===== src/hdl/dkg_pkg.sv =====
// Shared types, permutation tables and helper functions for the DES round key generator.
`timescale 1ns / 1ps

package dkg_pkg;

    // Widths of the key, the C:D halves and one round key.
    localparam int KEY_W   = 64;
    localparam int CD_W    = 56;
    localparam int HALF_W  = 28;
    localparam int RKEY_W  = 48;
    localparam int ROUND_W = 4;
    localparam int ROUNDS  = 16;
    localparam int OUT_W   = 56;

    localparam logic [ROUND_W-1:0] LAST_ROUND = ROUND_W'(ROUNDS - 1);

    // Rotation codes for the key schedule.
    localparam logic [1:0] ROT_ONE = 2'd1;
    localparam logic [1:0] ROT_TWO = 2'd2;

    typedef logic [CD_W-1:0]    cd_t;
    typedef logic [HALF_W-1:0]  half_t;
    typedef logic [RKEY_W-1:0]  rkey_t;
    typedef logic [ROUND_W-1:0] round_t;

    // One C:D word moving between the front end, the queue and the round engine.
    typedef struct packed {
        logic valid;
        cd_t  cd;
    } cd_word_t;

    // Left rotation amount for each round.
    localparam logic [1:0] ROT_SCHED [ROUNDS] = '{
        ROT_ONE, ROT_ONE, ROT_TWO, ROT_TWO, ROT_TWO, ROT_TWO, ROT_TWO, ROT_TWO,
        ROT_ONE, ROT_TWO, ROT_TWO, ROT_TWO, ROT_TWO, ROT_TWO, ROT_TWO, ROT_ONE
    };

    // Key-side permutation table: key bit numbers counted from the key MSB.
    localparam logic [6:0] PC1_TAB [CD_W] = '{
        7'd57, 7'd49, 7'd41, 7'd33, 7'd25, 7'd17, 7'd9,  7'd1,  7'd58, 7'd50,
        7'd42, 7'd34, 7'd26, 7'd18, 7'd10, 7'd2,  7'd59, 7'd51, 7'd43, 7'd35,
        7'd27, 7'd19, 7'd11, 7'd3,  7'd60, 7'd52, 7'd44, 7'd36, 7'd63, 7'd55,
        7'd47, 7'd39, 7'd31, 7'd23, 7'd15, 7'd7,  7'd62, 7'd54, 7'd46, 7'd38,
        7'd30, 7'd22, 7'd14, 7'd6,  7'd61, 7'd53, 7'd45, 7'd37, 7'd29, 7'd21,
        7'd13, 7'd5,  7'd28, 7'd20, 7'd12, 7'd4
    };

    // Round-key compression table: C:D bit numbers counted from the C MSB.
    localparam logic [5:0] PC2_TAB [RKEY_W] = '{
        6'd14, 6'd17, 6'd11, 6'd24, 6'd1,  6'd5,  6'd3,  6'd28, 6'd15, 6'd6,
        6'd21, 6'd10, 6'd23, 6'd19, 6'd12, 6'd4,  6'd26, 6'd8,  6'd16, 6'd7,
        6'd27, 6'd20, 6'd13, 6'd2,  6'd41, 6'd52, 6'd31, 6'd37, 6'd47, 6'd55,
        6'd30, 6'd40, 6'd51, 6'd45, 6'd33, 6'd48, 6'd44, 6'd49, 6'd39, 6'd56,
        6'd34, 6'd53, 6'd46, 6'd42, 6'd50, 6'd36, 6'd29, 6'd32
    };

    // The key-side permutation is pure wiring: pick 56 of the 64 key bits.
    function automatic cd_t pc1(input logic [KEY_W-1:0] key);
        cd_t        cd;
        logic [5:0] idx;
        cd  = '0;
        idx = '0;
        for (int i = 0; i < CD_W; i++)
        begin
            idx = 6'(7'(KEY_W) - PC1_TAB[i]);
            cd[CD_W-1-i] = key[idx];
        end
        return cd;
    endfunction

    // The compression permutation is pure wiring: pick 48 of the 56 C:D bits.
    function automatic rkey_t pc2(input cd_t cd);
        rkey_t      k;
        logic [5:0] idx;
        k   = '0;
        idx = '0;
        for (int i = 0; i < RKEY_W; i++)
        begin
            idx = 6'(CD_W) - PC2_TAB[i];
            k[RKEY_W-1-i] = cd[idx];
        end
        return k;
    endfunction

    // Rotate both 28-bit halves left by one or two places.
    function automatic cd_t rotate_cd(input cd_t cd, input logic [1:0] amount);
        half_t c;
        half_t d;
        c = cd[CD_W-1:HALF_W];
        d = cd[HALF_W-1:0];
        if (amount == ROT_TWO)
        begin
            c = {c[HALF_W-3:0], c[HALF_W-1:HALF_W-2]};
            d = {d[HALF_W-3:0], d[HALF_W-1:HALF_W-2]};
        end
        else
        begin
            c = {c[HALF_W-2:0], c[HALF_W-1]};
            d = {d[HALF_W-2:0], d[HALF_W-1]};
        end
        return {c, d};
    endfunction

endpackage


===== src/hdl/dkg_front.sv =====
// Input stage: accepts a key word, drops the parity bits by the key permutation, holds C:D.
`timescale 1ns / 1ps

module dkg_front
    import dkg_pkg::*;
(
    input  logic             clk,
    input  logic             rst_n,
    input  logic             key_valid,
    output logic             key_ready,
    input  logic [KEY_W-1:0] key_word,
    output cd_word_t         push,
    input  logic             push_ready
);

    logic valid_reg;
    logic valid_next;
    cd_t  cd_reg;

    // The holding register frees up whenever its word goes into the queue.
    assign key_ready = !valid_reg || push_ready;

    always_comb
    begin
        valid_next = valid_reg;
        if (key_valid && key_ready)
        begin
            valid_next = 1'b1;
        end
        else if (push_ready)
        begin
            valid_next = 1'b0;
        end
    end

    always_ff @(posedge clk or negedge rst_n)
    begin
        if (!rst_n)
        begin
            valid_reg <= 1'b0;
        end
        else
        begin
            valid_reg <= valid_next;
        end
    end

    // Payload register needs no reset.
    always_ff @(posedge clk)
    begin
        if (key_valid && key_ready)
        begin
            cd_reg <= pc1(key_word);
        end
    end

    assign push.valid = valid_reg;
    assign push.cd    = cd_reg;

endmodule


===== src/hdl/dkg_queue.sv =====
// Short queue of C:D words between the input stage and the round engine.
`timescale 1ns / 1ps

module dkg_queue
    import dkg_pkg::*;
#(
    parameter int DEPTH = 2
)
(
    input  logic     clk,
    input  logic     rst_n,
    input  cd_word_t push,
    output logic     push_ready,
    output cd_word_t pop,
    input  logic     pop_ready
);

    localparam int PTR_W = (DEPTH > 1) ? $clog2(DEPTH) : 1;
    localparam int CNT_W = $clog2(DEPTH + 1);
    localparam logic [PTR_W-1:0] PTR_LAST = PTR_W'(DEPTH - 1);
    localparam logic [CNT_W-1:0] CNT_FULL = CNT_W'(DEPTH);

    cd_t              mem [DEPTH];
    logic [PTR_W-1:0] wr_ptr_reg;
    logic [PTR_W-1:0] wr_ptr_next;
    logic [PTR_W-1:0] rd_ptr_reg;
    logic [PTR_W-1:0] rd_ptr_next;
    logic [CNT_W-1:0] count_reg;
    logic [CNT_W-1:0] count_next;
    logic             do_push;
    logic             do_pop;

    assign push_ready = (count_reg != CNT_FULL);
    assign do_push    = push.valid && push_ready;
    assign pop.valid  = (count_reg != '0);
    assign pop.cd     = mem[rd_ptr_reg];
    assign do_pop     = pop.valid && pop_ready;

    // Pointer and fill-count update.
    always_comb
    begin
        wr_ptr_next = wr_ptr_reg;
        rd_ptr_next = rd_ptr_reg;
        count_next  = count_reg;
        if (do_push)
        begin
            wr_ptr_next = (wr_ptr_reg == PTR_LAST) ? '0 : wr_ptr_reg + 1'b1;
        end
        if (do_pop)
        begin
            rd_ptr_next = (rd_ptr_reg == PTR_LAST) ? '0 : rd_ptr_reg + 1'b1;
        end
        if (do_push && !do_pop)
        begin
            count_next = count_reg + 1'b1;
        end
        else if (do_pop && !do_push)
        begin
            count_next = count_reg - 1'b1;
        end
    end

    always_ff @(posedge clk or negedge rst_n)
    begin
        if (!rst_n)
        begin
            wr_ptr_reg <= '0;
            rd_ptr_reg <= '0;
            count_reg  <= '0;
        end
        else
        begin
            wr_ptr_reg <= wr_ptr_next;
            rd_ptr_reg <= rd_ptr_next;
            count_reg  <= count_next;
        end
    end

    // Storage write.
    always_ff @(posedge clk)
    begin
        if (do_push)
        begin
            mem[wr_ptr_reg] <= push.cd;
        end
    end

endmodule


===== src/hdl/dkg_back.sv =====
// Round engine: rotates C:D once per round and registers each compressed round key.
`timescale 1ns / 1ps

module dkg_back
    import dkg_pkg::*;
(
    input  logic     clk,
    input  logic     rst_n,
    input  cd_word_t pop,
    output logic     pop_ready,
    output logic     out_valid,
    input  logic     out_ready,
    output rkey_t    round_key,
    output round_t   round_number,
    output logic     last_round
);

    logic   active_reg;
    logic   active_next;
    round_t round_reg;
    round_t round_next;
    cd_t    cd_reg;
    cd_t    cd_next;
    cd_t    cd_rot;
    logic   out_valid_reg;
    logic   out_valid_next;
    rkey_t  rkey_reg;
    round_t rnum_reg;
    logic   last_reg;
    logic   emit;
    logic   at_last;

    // Halves for the current round and whether the output register can take its key.
    assign cd_rot  = rotate_cd(cd_reg, ROT_SCHED[round_reg]);
    assign at_last = (round_reg == LAST_ROUND);
    assign emit    = active_reg && (!out_valid_reg || out_ready);

    // Load the next key when idle or as the sixteenth round key leaves.
    assign pop_ready = !active_reg || (emit && at_last);

    always_comb
    begin
        active_next    = active_reg;
        round_next     = round_reg;
        cd_next        = cd_reg;
        out_valid_next = out_valid_reg;
        if (emit)
        begin
            cd_next        = cd_rot;
            round_next     = round_reg + 1'b1;
            out_valid_next = 1'b1;
            if (at_last)
            begin
                active_next = 1'b0;
            end
        end
        else if (out_ready)
        begin
            out_valid_next = 1'b0;
        end
        if (pop.valid && pop_ready)
        begin
            active_next = 1'b1;
            round_next  = '0;
            cd_next     = pop.cd;
        end
    end

    always_ff @(posedge clk or negedge rst_n)
    begin
        if (!rst_n)
        begin
            active_reg    <= 1'b0;
            round_reg     <= '0;
            out_valid_reg <= 1'b0;
        end
        else
        begin
            active_reg    <= active_next;
            round_reg     <= round_next;
            out_valid_reg <= out_valid_next;
        end
    end

    // Working halves and output word carry no reset.
    always_ff @(posedge clk)
    begin
        cd_reg <= cd_next;
        if (emit)
        begin
            rkey_reg <= pc2(cd_rot);
            rnum_reg <= round_reg;
            last_reg <= at_last;
        end
    end

    assign out_valid    = out_valid_reg;
    assign round_key    = rkey_reg;
    assign round_number = rnum_reg;
    assign last_round   = last_reg;

endmodule


===== src/hdl/des_round_key_generator.sv =====
// Top level of the DES round key generator: input stage, word queue and round engine.
//
//  Channel  Direction  Word contents (low bit first)
//  s_axis   in         tdata[63:0] key_word
//  m_axis   out        tdata[47:0] round_key, [51:48] round_number, [55:52] zero;
//                      tlast = last_round
//
// Each key yields sixteen round keys from the round engine's C:D register, one per cycle
// while the output is not stalled. The engine takes the next key as the sixteenth round
// key is registered; up to QUEUE_DEPTH keys plus one in the input stage wait meanwhile.
// From idle, a key passes the input stage, queue and C:D registers to the output register.
// Reset (rst_n low) empties the input stage, the queue and the engine at once.
// Output stalls hold the engine; keys are accepted until queue and input stage are full.
`timescale 1ns / 1ps

module des_round_key_generator
    import dkg_pkg::*;
#(
    parameter int QUEUE_DEPTH = 2
)
(
    input  logic             clk,
    input  logic             rst_n,
    input  logic             s_axis_tvalid,
    output logic             s_axis_tready,
    input  logic [KEY_W-1:0] s_axis_tdata,   // key_word
    output logic             m_axis_tvalid,
    input  logic             m_axis_tready,
    output logic [OUT_W-1:0] m_axis_tdata,   // round_key, round_number, zero fill
    output logic             m_axis_tlast
);

    cd_word_t push;
    logic     push_ready;
    cd_word_t pop;
    logic     pop_ready;
    rkey_t    round_key;
    round_t   round_number;

    dkg_front u_front
    (
        .clk        (clk),
        .rst_n      (rst_n),
        .key_valid  (s_axis_tvalid),
        .key_ready  (s_axis_tready),
        .key_word   (s_axis_tdata),
        .push       (push),
        .push_ready (push_ready)
    );

    dkg_queue #(
        .DEPTH (QUEUE_DEPTH)
    ) u_queue
    (
        .clk        (clk),
        .rst_n      (rst_n),
        .push       (push),
        .push_ready (push_ready),
        .pop        (pop),
        .pop_ready  (pop_ready)
    );

    dkg_back u_back
    (
        .clk          (clk),
        .rst_n        (rst_n),
        .pop          (pop),
        .pop_ready    (pop_ready),
        .out_valid    (m_axis_tvalid),
        .out_ready    (m_axis_tready),
        .round_key    (round_key),
        .round_number (round_number),
        .last_round   (m_axis_tlast)
    );

    // Pack the output word with zero fill up to a whole byte.
    assign m_axis_tdata = {{(OUT_W - RKEY_W - ROUND_W){1'b0}}, round_number, round_key};

endmodule

===== config.mk =====
export PLATFORM = sky130hd
export DESIGN_NAME = des_round_key_generator
export DESIGN_NICKNAME = d
export VERILOG_FILES = /design/src/hdl/dkg_pkg.sv /design/src/hdl/dkg_front.sv /design/src/hdl/dkg_queue.sv /design/src/hdl/dkg_back.sv /design/src/hdl/des_round_key_generator.sv
export SDC_FILE = /design/constraint.sdc
export NUM_CORES = 1
export LEC_CHECK = 0
export ABC_AREA = 1
export BUFFER_PORTS_ARGS = -buffer_cell sky130_fd_sc_hd__buf_4
export CAP_MARGIN = 20
export CORE_MARGIN = 1
export CORE_UTILIZATION = 58
export DETAILED_ROUTE_END_ITERATION = 10
export GPL_TIMING_DRIVEN = 1
export PLACE_DENSITY = 0.84
export SLEW_MARGIN = 20
export SYNTH_ARGS = -nofsm -noshare
export SYNTH_HDL_FRONTEND = slang
export SYNTH_SLANG_ARGS = --single-unit

===== constraint.sdc =====
create_clock -name clk -period 4.49 [get_ports clk]
set_input_delay 0.898 -clock clk [delete_from_list [all_inputs] [get_ports clk]]
set_output_delay 0.898 -clock clk [all_outputs]
set_load 0.005 [all_outputs]

# Word level (Yosys, flattened, before mapping)
# Memory sizes are Yosys's and may differ from the RTL's.
# Cells that the tools add are included.
[word_totals]
ff_bits = 176
latchBits = 0
ram_bits = 112
romBits = 32
input_bits = 68
out_inout_bits = 59
wordCells = 67
n_memories = 2
[mem_list]
columns = ["name", "depth", "word_bits", "rd", "rd_clocked_by_memory_dff", "write_ports", "line", "text"]
rows = [
  ["u_queue.mem", 2, 56, 1, 0, 1, "dkg_queue.sv:23", "cd_t mem [DEPTH];"],
  ["(name not given)", 16, 2, 1, 0, 0, "dkg_back.sv:34", "assign cd_rot = rotate_cd(cd_reg, ROT_SCHED[round_reg]);"],
]
[classes]
add_sub_neg = 5
n_mul = 0
div = 0
order_cmp = 1
eq_ne = 3
shift = 0
muxes = 21
bitwise = 1
reduce_logical = 22
[op_table]
columns = ["cell", "n"]
rows = [
  ["two-way mux 56 bit", 2],
  ["two-way mux 28 bit", 2],
  ["nonzero test 2 bit", 6],
  ["two-way mux 1 bit", 11],
  ["two-way mux 2 bit", 4],
  ["two-way mux 4 bit", 2],
  ["logical AND 1 bit", 7],
  [">= comparator 5 bit, second input constant", 1],
  ["zero test 1 bit", 5],
  ["inverter 4 -> 5 bit", 1],
  ["adder 4 x 1 -> 4 bit, second input constant", 1],
  ["equality test 4 bit, second input constant", 1],
  ["logical OR 1 bit", 3],
  ["adder 1 bit, second input constant", 2],
  ["adder 2 x 1 -> 2 bit, second input constant", 1],
  ["equality test 2 bit, second input constant", 1],
  ["!= test 2 bit, second input constant", 1],
  ["AND reduction 2 bit", 1],
  ["subtractor 2 x 1 -> 2 bit, second input constant", 1],
]

# Depth between registers and ports, before layout
# Gate-level depths: netlist (run 1).
[depth]
word_depth = 9
ltp_mapped = 11
ltp_nobuf = 10

# Hierarchy
# A second synthesis (run 1) with hierarchy kept.
[unflattened]
hier_cells = 971
area_unflattened_um2 = 11706.2
[modules_own_cells]
columns = ["mod", "n_inst", "cells_each", "area_per_inst_um2", "seq_area_each_um2"]
rows = [
  ["dkg_back", 1, 582, 5659.2, 3423.3],
  ["dkg_queue", 1, 321, 4279.1, 3463.3],
  ["dkg_front", 1, 63, 1734.2, 1706.6],
  ["des_round_key_generator", 1, 5, 33.8, 0.0],
]

# Worst setup path after synthesis (run 1)
# OpenSTA, ideal clock, no wires.
[synth_timing]
kind = "flip-flop to flip-flop"
from = "register u_queue.count_reg[1]"
to = "memory u_queue.mem[1][0] in the netlist's numbering (enable)"
setup_time_ns = 0.472
arrival_ns = 2.959
t_required_ns = 4.018
path_slack_ns = 1.060
stages_incl_launch_ff = 4
n_path_buf = 0
period_less_slack_ns = 3.430
path_cell_list = "dfrtp_1 > inv_1 > o21ai_0 > nor2_1"
[synth_via]
elab_chain_cells = 4
[synth_lines]
columns = ["element", "line", "text"]
rows = [
  ["start: declaration", "dkg_queue.sv:28", "logic [CNT_W-1:0] count_reg;"],
  ["start signal: assignment", "dkg_queue.sv:75", "count_reg <= count_next;"],
  ["!= test 2 bit", "dkg_queue.sv:33", "assign push_ready = (count_reg != CNT_FULL);"],
  ["logical AND 1 bit", "dkg_queue.sv:34", "assign do_push = push.valid && push_ready;"],
  ["two-way mux 1 bit", "dkg_queue.sv:82", "if (do_push)"],
  ["two-way mux 1 bit (not written as such)", "dkg_queue.sv:84", "mem[wr_ptr_reg] <= push.cd;"],
  ["end: declaration", "dkg_queue.sv:23", ""],
]
# No other way between the ends.

# Worst setup path in the final report (run 1)
[layout_timing]
from = "register u_back.round_reg[1]"
to = "register u_back.cd_reg[14] (data pin)"
[layout_via]
elab_chain_cells = 8
elab_cells_between_ends = 12
classes_between = "eq/ne: 2; mux: 5; bitwise: 1; reduce/logical: 3; memory: 1"
[layout_lines]
columns = ["element", "line", "text"]
rows = [
  ["start: declaration", "dkg_back.sv:20", "round_t round_reg;"],
  ["start signal: assignment", "dkg_back.sv:80", "round_reg <= round_next;"],
  ["inverter 4 -> 5 bit (not written as such)", "dkg_back.sv:34", ""],
  ["memory read (16 x 2 bit)", "--", ""],
  ["two-way mux 2 bit (not written as such) (2 in a row)", "dkg_back.sv:34", ""],
  ["equality test 2 bit", "dkg_pkg.sv:91", "if (amount == ROT_TWO)"],
  ["two-way mux 28 bit", "dkg_pkg.sv:91", ""],
  ["two-way mux 56 bit", "dkg_back.sv:47", "if (emit)"],
  ["two-way mux 56 bit (*)", "dkg_back.sv:61", "if (pop.valid && pop_ready)"],
  ["named net u_back.cd_next[14]", "dkg_back.sv:23", "cd_t cd_next;"],
  ["end signal: assignment", "dkg_back.sv:88", "cd_reg <= cd_next;"],
  ["end: declaration", "dkg_back.sv:22", "cd_t cd_reg;"],
]
# The timed path passes the listed nets; every way through them passes the cells marked *. The select of a mux whose other input is x is not followed.
# A chain may end at the register's enable or synchronous reset.

==> results of run 1 <==
-- power breakdown --
part | switching [mW] | total [mW] | internal, mW
Sequential | 0.332 | 4.86 | 4.53
Combinational | 2.48 | 3.83 | 1.35
Clock | 0.914 | 2.23 | 1.31
Total | 3.73 | 10.9 | 7.19
-- layout by cell type (no fill, tap or decap), types with 10 or more instances in the layout --
master / netlist / routed
nand3_1: 60 / 58
nand4_1: 56 / 56
dfrtp_1: 11 / 10
inv_1: 71 / 68
nand2_2: 10 / 14
buf_4: 4 / 127
edfxtp_1: 277 / 277
clkbuf_16: 0 / 27
nand2_1: 350 / 346
and2_1: 48 / 48
-- worst max-delay path by stage --
| stage | start | endpoint | slack [ns] | depth (start not counted) |
|---|---|---|---|---|
| finish | u_back.round_reg[1] | u_back.cd_reg[14] | 1.61 | 11 |
| global route | u_back.round_reg[1] | u_back.cd_reg[29] | 1.40 | 11 |
| CTS | u_back.round_reg[1] | u_back.cd_reg[16] | 1.67 | 11 |
| detailed placement | m_axis_tready | u_queue.count_reg[1] | 1.56 | 11 |
| global placement | m_axis_tready | u_queue.count_reg[1] | 1.68 | 11 |
| floorplan | u_queue.count_reg[1] | u_queue.mem[1][0] | 1.06 | 3 |
-- kinds of logic after synthesis --
| group | Yosys count |
|---|---|
| buffers and inverters | 123 |
| and+or+nand+nor | 538 |
| DFF | 288 |
| adders and majority gates | 4 |
| AOI/OAI and AO/OA | 6 |
| other | 1 |
| xor gates and xnor gates | 2 |
-- per-stage QoR --
stage	worst slack, ns	power (mW)	cells	hold WS, ns
2_1_floorplan	1.06	7.44	965	0.421
3_3_place_gp	1.68	8.51	1305	0.424
3_5_place_dp	1.56	8.71	1305	0.429
4_1_cts	1.67	10.9	1354	0.189
5_1_grt	1.40	11.6	1355	0.186
6_report	1.61	10.9	1355	0.199
-- worst max-delay path: cells and delay by family (launching register included) --
| kind | cells | cell delay (ns) |
|---|---|---|
| buffers and inverters | 4 | 1.12 |
| and+or+nand+nor | 6 | 1.00 |
| DFF | 1 | 0.43 |
| adders and majority gates | 1 | 0.18 |
-- final cells by class --
cell class              count  area (um2)  area share [%]
well taps                 265         332            2.44
clock buffers              38         737            5.42
multi-input cells         554        2550            18.7
clock inverters            11         134           0.985
inverters                  71         268            1.97
flip-flops and latches    288        8590            63.2
repair buffers            128         981            7.22
-- metal layers --
layer | wire (um) | part of all wire (%) | global-route usage [%] | vias to the layer above
met4 | 544 | 2.5 | 8.73 | 0
met3 | 1460 | 6.8 | 4.47 | 45
met1 | 8650 | 40 | 26.6 | 3441
met5 | 0 | 0 | 0 | -
li1 | - | - | - | 3475
met2 | 10800 | 50 | 37.2 | 252
==> impl_results.md, run 1 <==
- Post-Route WL: 21500 um
- Post-CTS resize count: 0
- Total GRT Usage: between 20% and 30%
- Adder-cell area share of the yosys netlist: less than 1%
- Vias in the first global route: 6994
- Mux share of post-synthesis cell area: 0%
- Max Cap Viol: 0
- Clock Latency Late Sink: approximately 0.52 ns
- Die Height: between 100 and 150 um
- Synth area leaders: edfxtp_1, nand2_1, nand4_1
- Finished Core Util: 69.6%
- WP data arrival: 3.28 ns
- Area leader, netlist: edfxtp_1
- Worst path cell trace: inv_1 > ha_1 > inv_1 > nand2_1 > nand2_2 > buf_4 > nand3_2 > buf_4 > nand2_1 > nand3_1 > nand2_1
- ANT cells: 0
- Crit-path max cell delay: around 0.57 ns
- Final Setup Violations: 0
- Max FFs per register: ~110
- Worst slew pin tran: around 1.1 ns
- Synth Flop Type: edfxtp_1
- Root Driver: clkbuf_16
- Routed via count: around 7000
- Mean routed wirelength per cell: approximately 16 um
- R2R Path Start: u_back.round_reg[1]
- Cells after Synth: between 900 and 1000
- Postcts setup bufs: 0
- Die area: roughly 21000 um2
- Share of cells above drive strength 1: between 15 and 20%
- Fmax: approximately 350 MHz
- Reg clk slew, reported paths: 0.06 ns
- Placer congestion estimate: slightly above 0.8
- Fillcell total: approximately 1300
- HPWL Detailed: roughly 13000 um
- Grt total ovfl: 0
- Most frequent cell after synthesis: nand2_1
- Total CTS buffers: 27
- Avg Vias per Cell: ~5.3
- Dpl cell area: approximately 13000 um2
- Tcrit/Tclk final: roughly 64%
- Initial antenna violation count: 0
- Compound-gate portion of the synthesized area: less than 1%
- Synth cell types: 25
- Initial Util: 59.5%
- Layout area overhead: 16.9%
- Slowest CP cell: nand3_2
- Synth Area in XOR/XNOR: less than 1%
- H-Tree Depth: 1
- Mapped Area: ~12000 um2
- Io pins: 127
- Final Hold Violating Endpoints: 0
- P per Cell Area: between 800 and 900 nW/um2
- First-pass GRT wire length: 33900 um
- Hold_buf cts: 0
- Final min period: 2.88 ns
- Ys async rst share: under 10%
- Skew final: between 0.01 and 0.015 ns
- Unrepaired setup endpoints after global routing: false
- Residual DRC count: 0
- Worst R2R Setup Slack: ~1.6 ns
- Status: complete, no violations
- Antenna-violating nets left: 0
- Synthesized area per cell: around 12 um2
- EDFF count, synth: ~280
- Clock tree buffer depth: 3
- CP endpoint kind: flop
- Share of the synthesized area in the top cell type: 71.5%
- Largest net degree at the start of global routing: between 60 and 70
- Port Buf Inserts: between 100 and 150
- Initial DRC Count: around 660
- Flops & latches, synth: ~290
- Setup TNS: 0 ns
- Peak supply drop: 459 uV
- Yosys warns: 0
- CP Data Required Time: 4.89 ns
- Reg2Reg Depth: 11
- Core box area: ~20000 um2
- Drt first pass iters: 5
- Die width: 144 um
- Sequential share of the synthesized area: between 70% and 80%
- Top cells by count, synth: nand2_1, edfxtp_1, inv_1
- Simple-Gate Fraction of Synth Area: between 20% and 30%
- Crit path launch type: flop
- Crit Path Max Fanout: 57
- R2r endpoint: u_back.cd_reg[14]
- Row count: 51
- Hold Path Class: in2async
- Most common cell on crit path: nand2_1
- CTS tree: done
- Cell leakage power: ~5.6 nW
- Crit path kind: reg2reg
- Slew HR: between 20% and 30%
- Slew Limit Fails: 0
- NumNets Final: between 1000 and 1500
- Largest family of logic cells by synthesized area: simple AND/OR/NAND/NOR gates
- Clock net sink count: 288
- Finished Cell Area: between 10000 and 15000 um2
Note: power is estimated with default switching activity, not from simulation.
==> run 2: changes to the inputs <==
Settings changed: ABC_AREA 1 to 0.
Clock period 4.49 ns to 3 ns, I/O delays scaled along.
==> run 2 against run 1 <==
Effect of this change:
- count of clock-buffer cells in the layout shrank 3
- die area shrank 5.0%
- critical path type unchanged
- flip-flop and latch count is the same
- hold slack gained 0.044 ns
- combinational power grew 14%
- synthesized cell count shrank 45%
- setup slack lost 1.2 ns
- largest cell class unchanged
- total power grew 36%
- first-iteration DRC count shrank 54%
- routed wire length shrank 12%
- fmax grew 13%
==> impl_results.md, run 2 <==
- Status: complete, no violations (unchanged)
- Final Hold Violating Endpoints: 0 (unchanged)
- ANT cells: 0 (unchanged)
- Cell-internal power: 10.9 mW (was 7.19 mW)
- Reg clk slew, reported paths: 0.07 ns (was 0.06 ns)
- CP Data Required Time: 3.27 ns (was 4.89 ns)
- Slew HR: 51.2% (was 28.7%)
- Tcrit/Tclk final: 85.3% (was 64.2%)
- HPWL Detailed: 11500 um (was 13000 um)
- Final worst setup slack: 0.440 ns (was 1.61 ns)
- Post-Route WL: 19000 um (was 21500 um)
- Sequential share of the synthesized area: 77.9% (was 73.9%)
- Max Cap Viol: 0 (unchanged)
- Slew Limit Fails: 0 (unchanged)
- Initial antenna violation count: 0 (unchanged)
- Post-Place Setup Slack: 0.458 ns (was 1.56 ns)
- Final min period: 2.56 ns (was 2.88 ns)
- Synth cell types: 30 (was 25)
- Clock net sink count: 288 (unchanged)
- Initial Util: 59.0% (was 59.5%)
- Combinational share of power: 29.3% (was 35.1%)
- Largest net degree at the start of global routing: 53 (was 62)
- Hold_buf cts: 1 (was 0)
- Total CTS buffers: 28 (was 27)
- Clock power share: 23.3% (was 20.4%)
- CP endpoint kind: flop (unchanged)
- Largest family of logic cells by synthesized area: multiplexers (was simple AND/OR/NAND/NOR gates)
- Synth area leaders: edfxtp_1, mux2_2, mux2_4 (was edfxtp_1, nand2_1, nand4_1)
- Peak supply drop: 630 uV (was 459 uV)
- Io pins: 127 (unchanged)
- Total GRT Usage: 19.7% (was 21.6%)
- Clock Latency Late Sink: 0.53 ns (was 0.52 ns)
- Grt total ovfl: 0 (unchanged)
- Setup TNS: 0 ns (unchanged)
- Core box area: 18700 um2 (was 19500 um2)
- Crit path launch type: flop (unchanged)
- Area leader, netlist: edfxtp_1 (unchanged)
- Mean routed wirelength per cell: 20.6 um (was 15.9 um)
- NumNets Final: 738 (was 1142)
- Residual DRC count: 0 (unchanged)
- Placer congestion estimate: 0.747 (was 0.812)
- Leading cell types in the layout, fill and taps excluded: edfxtp_1, buf_4, mux2_2 (was nand2_1, edfxtp_1, buf_4)
- Final Setup Violations: 0 (unchanged)
- Clock tree buffer depth: 3 (unchanged)
- Share of the synthesized area in the top cell type: 75.4% (was 71.5%)
- Compound-gate portion of the synthesized area: 0.317% (was 0.398%)
- Die area: 19600 um2 (was 20600 um2)
- Ys async rst share: 3.82% (unchanged)
- Top cells by count, synth: edfxtp_1, mux2_2, mux2_4 (was nand2_1, edfxtp_1, inv_1)
- Mapped Area: 11000 um2 (was 11600 um2)
- Root Driver: clkbuf_16 (unchanged)
- Synth Flop Type: edfxtp_1 (unchanged)
- Max FFs per register: 112 (unchanged)
- Flops & latches, synth: 288 (unchanged)
- Cells after Synth: 527 (was 962)
- P per Cell Area: 1130 nW/um2 (was 803 nW/um2)
- First-pass GRT wire length: 29100 um (was 33900 um)
- Switch share: 26.9% (was 34.2%)
- Die width: 140 um (was 144 um)
- H-Tree Depth: 1 (unchanged)
- Adder-cell area share of the yosys netlist: 0.453% (was 0.430%)
- Mux share of post-synthesis cell area: 18.0% (was 0%)
- Yosys warns: 0 (unchanged)
- Unrepaired setup endpoints after global routing: false (unchanged)
- Antenna-violating nets left: 0 (unchanged)
- Routed via count: 5079 (was 7213)
- Hold Path Class: in2reg (was in2async)
- Initial DRC Count: 305 (was 664)
- Synthesized area per cell: 20.9 um2 (was 12.1 um2)
- Die Height: 140 um (was 144 um)
- Synth Area in XOR/XNOR: 0.635% (was 0.151%)
- Final std cells w/o fill: 921 (was 1355)
- Postcts setup bufs: 0 (unchanged)
- Vias in the first global route: 5286 (was 6994)
- Skew final: 0.0171 ns (was 0.0115 ns)
- EDFF count, synth: 277 (unchanged)
- Drt first pass iters: 4 (was 5)
- Post-CTS resize count: 0 (unchanged)
- Avg Vias per Cell: 5.51 (was 5.32)
- Hold path depth: 1
- Crit path kind: reg2reg (unchanged)
- Worst slew pin tran: 0.732 ns (was 1.07 ns)
- Share of cells above drive strength 1: 44.8% (was 17.2%)
- WP data arrival: 2.83 ns (was 3.28 ns)
- Simple-Gate Fraction of Synth Area: 1.19% (was 20.5%)
- Crit Path Max Fanout: 28 (was 57)
- Cell leakage power: 4.87 nW (was 5.63 nW)
- Sw power: 3.99 mW (was 3.73 mW)
- Total Power: 14.9 mW (was 10.9 mW)
- Most common cell after layout, fill and taps aside: edfxtp_1 (was nand2_1)
- Row count: 50 (was 51)
- Layout area overhead: 19.5% (was 16.9%)
- Port Buf Inserts: 114 (unchanged)
- Finished Core Util: 70.5% (was 69.6%)
- Placed insts: 869 (was 1305)
- Most frequent cell after synthesis: edfxtp_1 (was nand2_1)
- Reg2Reg Depth: 7 (was 11)
- CTS tree: done (unchanged)
- Fmax: 391 MHz (was 347 MHz)
- Sequential cell fraction of total power: 47.4% (was 44.5%)
==> run 2: cell type report <==
| type | instances | area (um2) |
|---|---|---|
| clock inverters | 16 | 175 |
| fillers | 1136 | 5520 |
| flip-flops and latches | 288 | 8590 |
| multi-input cells | 213 | 2310 |
| inverters | 6 | 22.5 |
| repair buffers | 129 | 1050 |
| well taps | 234 | 293 |
| clock buffers | 35 | 748 |
==> run 2: through the flow <==
stage	instance area [um2]	hold WS (ns)
floorplan	11100	0.304
global placement	12300	0.422
detailed placement	12300	0.430
CTS	13200	0.225
global route	13200	0.225
finish	13200	0.243
==> run 2: power groups by stage <==
stage | registers [mW] | logic [mW] | clock network [mW]
floorplan | 6.92 | 2.96 | 0
global placement | 7.01 | 4.15 | 0
detailed placement | 7.09 | 4.35 | 0
CTS | 7.04 | 4.40 | 3.53
global route | 7.17 | 4.66 | 3.67
finish | 7.03 | 4.35 | 3.47
==> run 2: cells by family after synthesis <==
family	Yosys count
DFF	288
muxes	168
buffers and inverters	29
and+or+nand+nor	25
xor gates and xnor gates	8
adders and majority gates	4
AOI/OAI and AO/OA	4
other	1
==> run 2: critical path: stages, from the launching register on <==
cell	delay (ns)
dfrtp_1	0.43
inv_1	0.15
ha_1	0.21
nor3b_2	0.07
o31ai_4	0.29
buf_4	0.45
mux2_1	0.41
mux2_2	0.28
==> run 2: path summary, 6_finish.rpt <==
kind,start,end,slack (ns)
max,u_back.round_reg[0],u_back.cd_reg[8],0.44
min in group asynchronous,rst_n,u_front.valid_reg,0.46
min reg2reg,u_front.cd_reg[19],u_queue.mem[1][19],0.44
max in group asynchronous,rst_n,u_queue.rd_ptr_reg,2.37
min,s_axis_tdata[25],u_front.cd_reg[24],0.24
max reg2reg,u_back.round_reg[0],u_back.cd_reg[8],0.44
==> run 2: per-layer routing <==
layer  part of all wire, %  wire [um]  track usage (%)  vias to the layer above
li1                      -          -                -                     2332
met1                    43       8160             26.2                     2572
met2                    51       9690             33.9                      147
met3                   4.5        854             3.38                       28
met4                   1.6        309             5.26                        0
met5                     0          0                0                        -
==> run 3: changes to the inputs <==
Settings changed: CORE_UTILIZATION 58 to 52, PLACE_DENSITY 0.84 to 0.8.
Clock period 3 ns to 2.1 ns, I/O delays scaled along.
==> run 3 against run 2 <==
Effect of this change:
- the flow now finishes with violations (setup timing)
- combinational power up 80%
- first-iteration DRC count down 25%
- hold slack got worse by 0.20 ns
- setup slack worse by 0.55 ns
- global-route usage decreased by 1.6 points
- die area grew 11%
- core utilization decreased by 3.3 points
- critical path depth did not move
- final area increased by 4.4%
- register-to-register slack worse by 0.55 ns
- routed wire length up 1.6%
- sequential share of layout area fell by 2.7 points
==> impl_results.md, run 3 (synthesis results as in run 2) <==
- Unrepaired setup endpoints after global routing: true (was false)
- Antenna-violating nets left: 0 (unchanged)
- Post-Route WL: 19300 um (was 19000 um)
- Cell-internal power: 16.4 mW (was 10.9 mW)
- R2R Path Start: u_back.round_reg[1] (was u_back.round_reg[0])
- Crit path from: u_back.round_reg[1] (was u_back.round_reg[0])
- Io pins: 127 (unchanged)
- Grt total ovfl: 0 (unchanged)
- Most common cell after layout, fill and taps aside: edfxtp_1 (unchanged)
- Largest net degree at the start of global routing: 57 (was 53)
- HPWL Detailed: 11800 um (was 11500 um)
- Total CTS buffers: 29 (was 28)
- HP Start: s_axis_tdata[49] (was s_axis_tdata[25])
- Hold Path Class: in2reg (unchanged)
- Failing checks: setup timing
- ANT cells: 0 (unchanged)
- Sw power: 6.06 mW (was 3.99 mW)
- Drt first pass iters: 8 (was 4)
- H-Tree Depth: 1 (unchanged)
- Cell leakage power: 5.16 nW (was 4.87 nW)
- Fmax: 452 MHz (was 391 MHz)
- First-pass GRT wire length: 29800 um (was 29100 um)
- CP Data Required Time: 2.38 ns (was 3.27 ns)
- Die area: 21800 um2 (was 19600 um2)
- Vias in the first global route: 5561 (was 5286)
- Initial DRC Count: 229 (was 305)
- Row count: 52 (was 50)
- P per Cell Area: 1630 nW/um2 (was 1130 nW/um2)
- Initial antenna violation count: 0 (unchanged)
- Finished Core Util: 67.1% (was 70.5%)
- Most common cell on crit path: buf_6
- Crit Path Max Fanout: 8 (was 28)
- Layout area overhead: 24.7% (was 19.5%)
- Port Buf Inserts: 114 (unchanged)
- Placer congestion estimate: 0.801 (was 0.747)
- Status: finished, violations left (was complete, no violations)
- WP data arrival: 2.49 ns (was 2.83 ns)
- CP endpoint kind: flop (unchanged)
- CTS tree: done (unchanged)
- Die Height: 148 um (was 140 um)
- Slew Limit Fails: 0 (unchanged)
- Clock power share: 20.3% (was 23.3%)
- Crit-path max cell delay: 0.44 ns (was 0.45 ns)
- Post-Place Setup Slack: -0.166 ns (was 0.458 ns)
- Core box area: 20500 um2 (was 18700 um2)
- Clock net sink count: 288 (unchanged)
- Die width: 148 um (was 140 um)
- Avg Vias per Cell: 5.24 (was 5.51)
- Final min period: 2.21 ns (was 2.56 ns)
- Crit path launch type: flop (unchanged)
- Max Cap Viol: 0 (unchanged)
- Final worst setup slack: -0.113 ns (was 0.440 ns)
- Tcrit/Tclk final: 105% (was 85.3%)
- Clock Latency Late Sink: 0.55 ns (was 0.53 ns)
- Share of cells above drive strength 1: 50.9% (was 44.8%)
- Final Hold Violating Endpoints: 0 (unchanged)
- Reg clk slew, reported paths: 0.06 ns (was 0.07 ns)
- Max FFs per register: 112 (unchanged)
- NumNets Final: 780 (was 738)
- Total GRT Usage: 18.1% (was 19.7%)
- Peak supply drop: 920 uV (was 630 uV)
- Hold slack final: 0.0409 ns (was 0.243 ns)
- Fillcell total: 1306 (was 1136)
- Initial Util: 53.9% (was 59.0%)
- Final Setup Violations: 48 (was 0)
- Crit path kind: reg2reg (unchanged)
- Leading cell types in the layout, fill and taps excluded: edfxtp_1, buf_4, mux2_2 (unchanged)
- Routed via count: 5232 (was 5079)
- Switch share: 27.0% (was 26.9%)
- Slowest CP cell: dfrtp_2 (was buf_4)
- Combinational share of power: 34.9% (was 29.3%)
- Skew final: 0.0235 ns (was 0.0171 ns)
- Clock tree buffer depth: 3 (unchanged)
- Mean routed wirelength per cell: 19.3 um (was 20.6 um)
- Residual DRC count: 0 (unchanged)
- Root Driver: clkbuf_16 (unchanged)
- Total Power: 22.5 mW (was 14.9 mW)
- Worst path cell trace: buf_6 > nor2b_4 > o31ai_4 > buf_6 > buf_12 > mux2_4 > mux2_2 (was inv_1 > ha_1 > nor3b_2 > o31ai_4 > buf_4 > mux2_1 > mux2_2)
- Sequential cell fraction of total power: 44.8% (was 47.4%)
==> run 3: metal layers <==
metal  up-vias  wire (um)  track usage (%)
met5         -          0                0
met4         0        344             4.38
met3        27        949             3.36
met2       141       9980             32.1
met1      2656       8050             23.0
li1       2408          -                -
==> run 3: power by group through the flow <==
stage          clock network (mW)  logic (mW)  registers [mW]
2_1_floorplan                   0        4.25            9.86
3_3_place_gp                    0        6.52            10.0
3_5_place_dp                    0        6.77            10.1
4_1_cts                      4.67        7.82            10.1
5_1_grt                      4.88        8.37            10.3
6_report                     4.57        7.83            10.1
==> run 3: cell type report <==
type	count	area, um2	share of cell area [%]
Multi-Input combinational cell	213	2440	17.8
Tap cell	270	338	2.45
Clock inverter	21	121	0.882
Timing Repair Buffer	170	1500	10.9
Inverter	6	28.8	0.209
Sequential cell	288	8600	62.5
Clock buffer	31	733	5.33
==> run 3: worst max-delay path, delay by kind of cell, from the launching register on <==
kind / cells / cell delay, ns
multiplexers: 2 / 0.59
buffers and inverters: 3 / 0.52
flip-flops: 1 / 0.44
AO/OA/AOI/OAI: 1 / 0.30
AND/OR/NAND/NOR: 1 / 0.12
==> run 3: what timing repair did <==
| item | 4_1_cts | 5_1_grt |
|---|---|---|
| pin swaps | 1 | 2 |
| buffers inserted | 16 | 1 |
| endpoints found under the hold margin | 11 | 0 |
| setup endpoints to repair | 52 | 57 |
| resized for setup | 41 | 4 |
| hold buffers | 1 | 0 |
| gates cloned | 2 | 0 |
==> run 3: final timing paths <==
kind / end / cells past startpoint / slack (ns)
min in group asynchronous: u_back.round_reg[3] / 2 / 0.26
setup / recovery: u_back.cd_reg[48] / 7 / -0.11
hold / removal: u_front.cd_reg[21] / 1 / 0.04
setup reg to reg: u_back.cd_reg[48] / 7 / -0.11
hold reg to reg: u_queue.mem[1][18] / 0 / 0.44
max in group asynchronous: u_queue.rd_ptr_reg / 2 / 1.67
==> run 3: stage by stage <==
stage | area, um2 | instances | setup TNS [ns]
finish | 13800 | 999 | -2.33
global route | 13800 | 999 | -5.78
CTS | 13700 | 998 | -2.95
detailed placement | 12600 | 927 | -6.13
global placement | 12600 | 927 | -2.64
floorplan | 11100 | 530 | -1.22
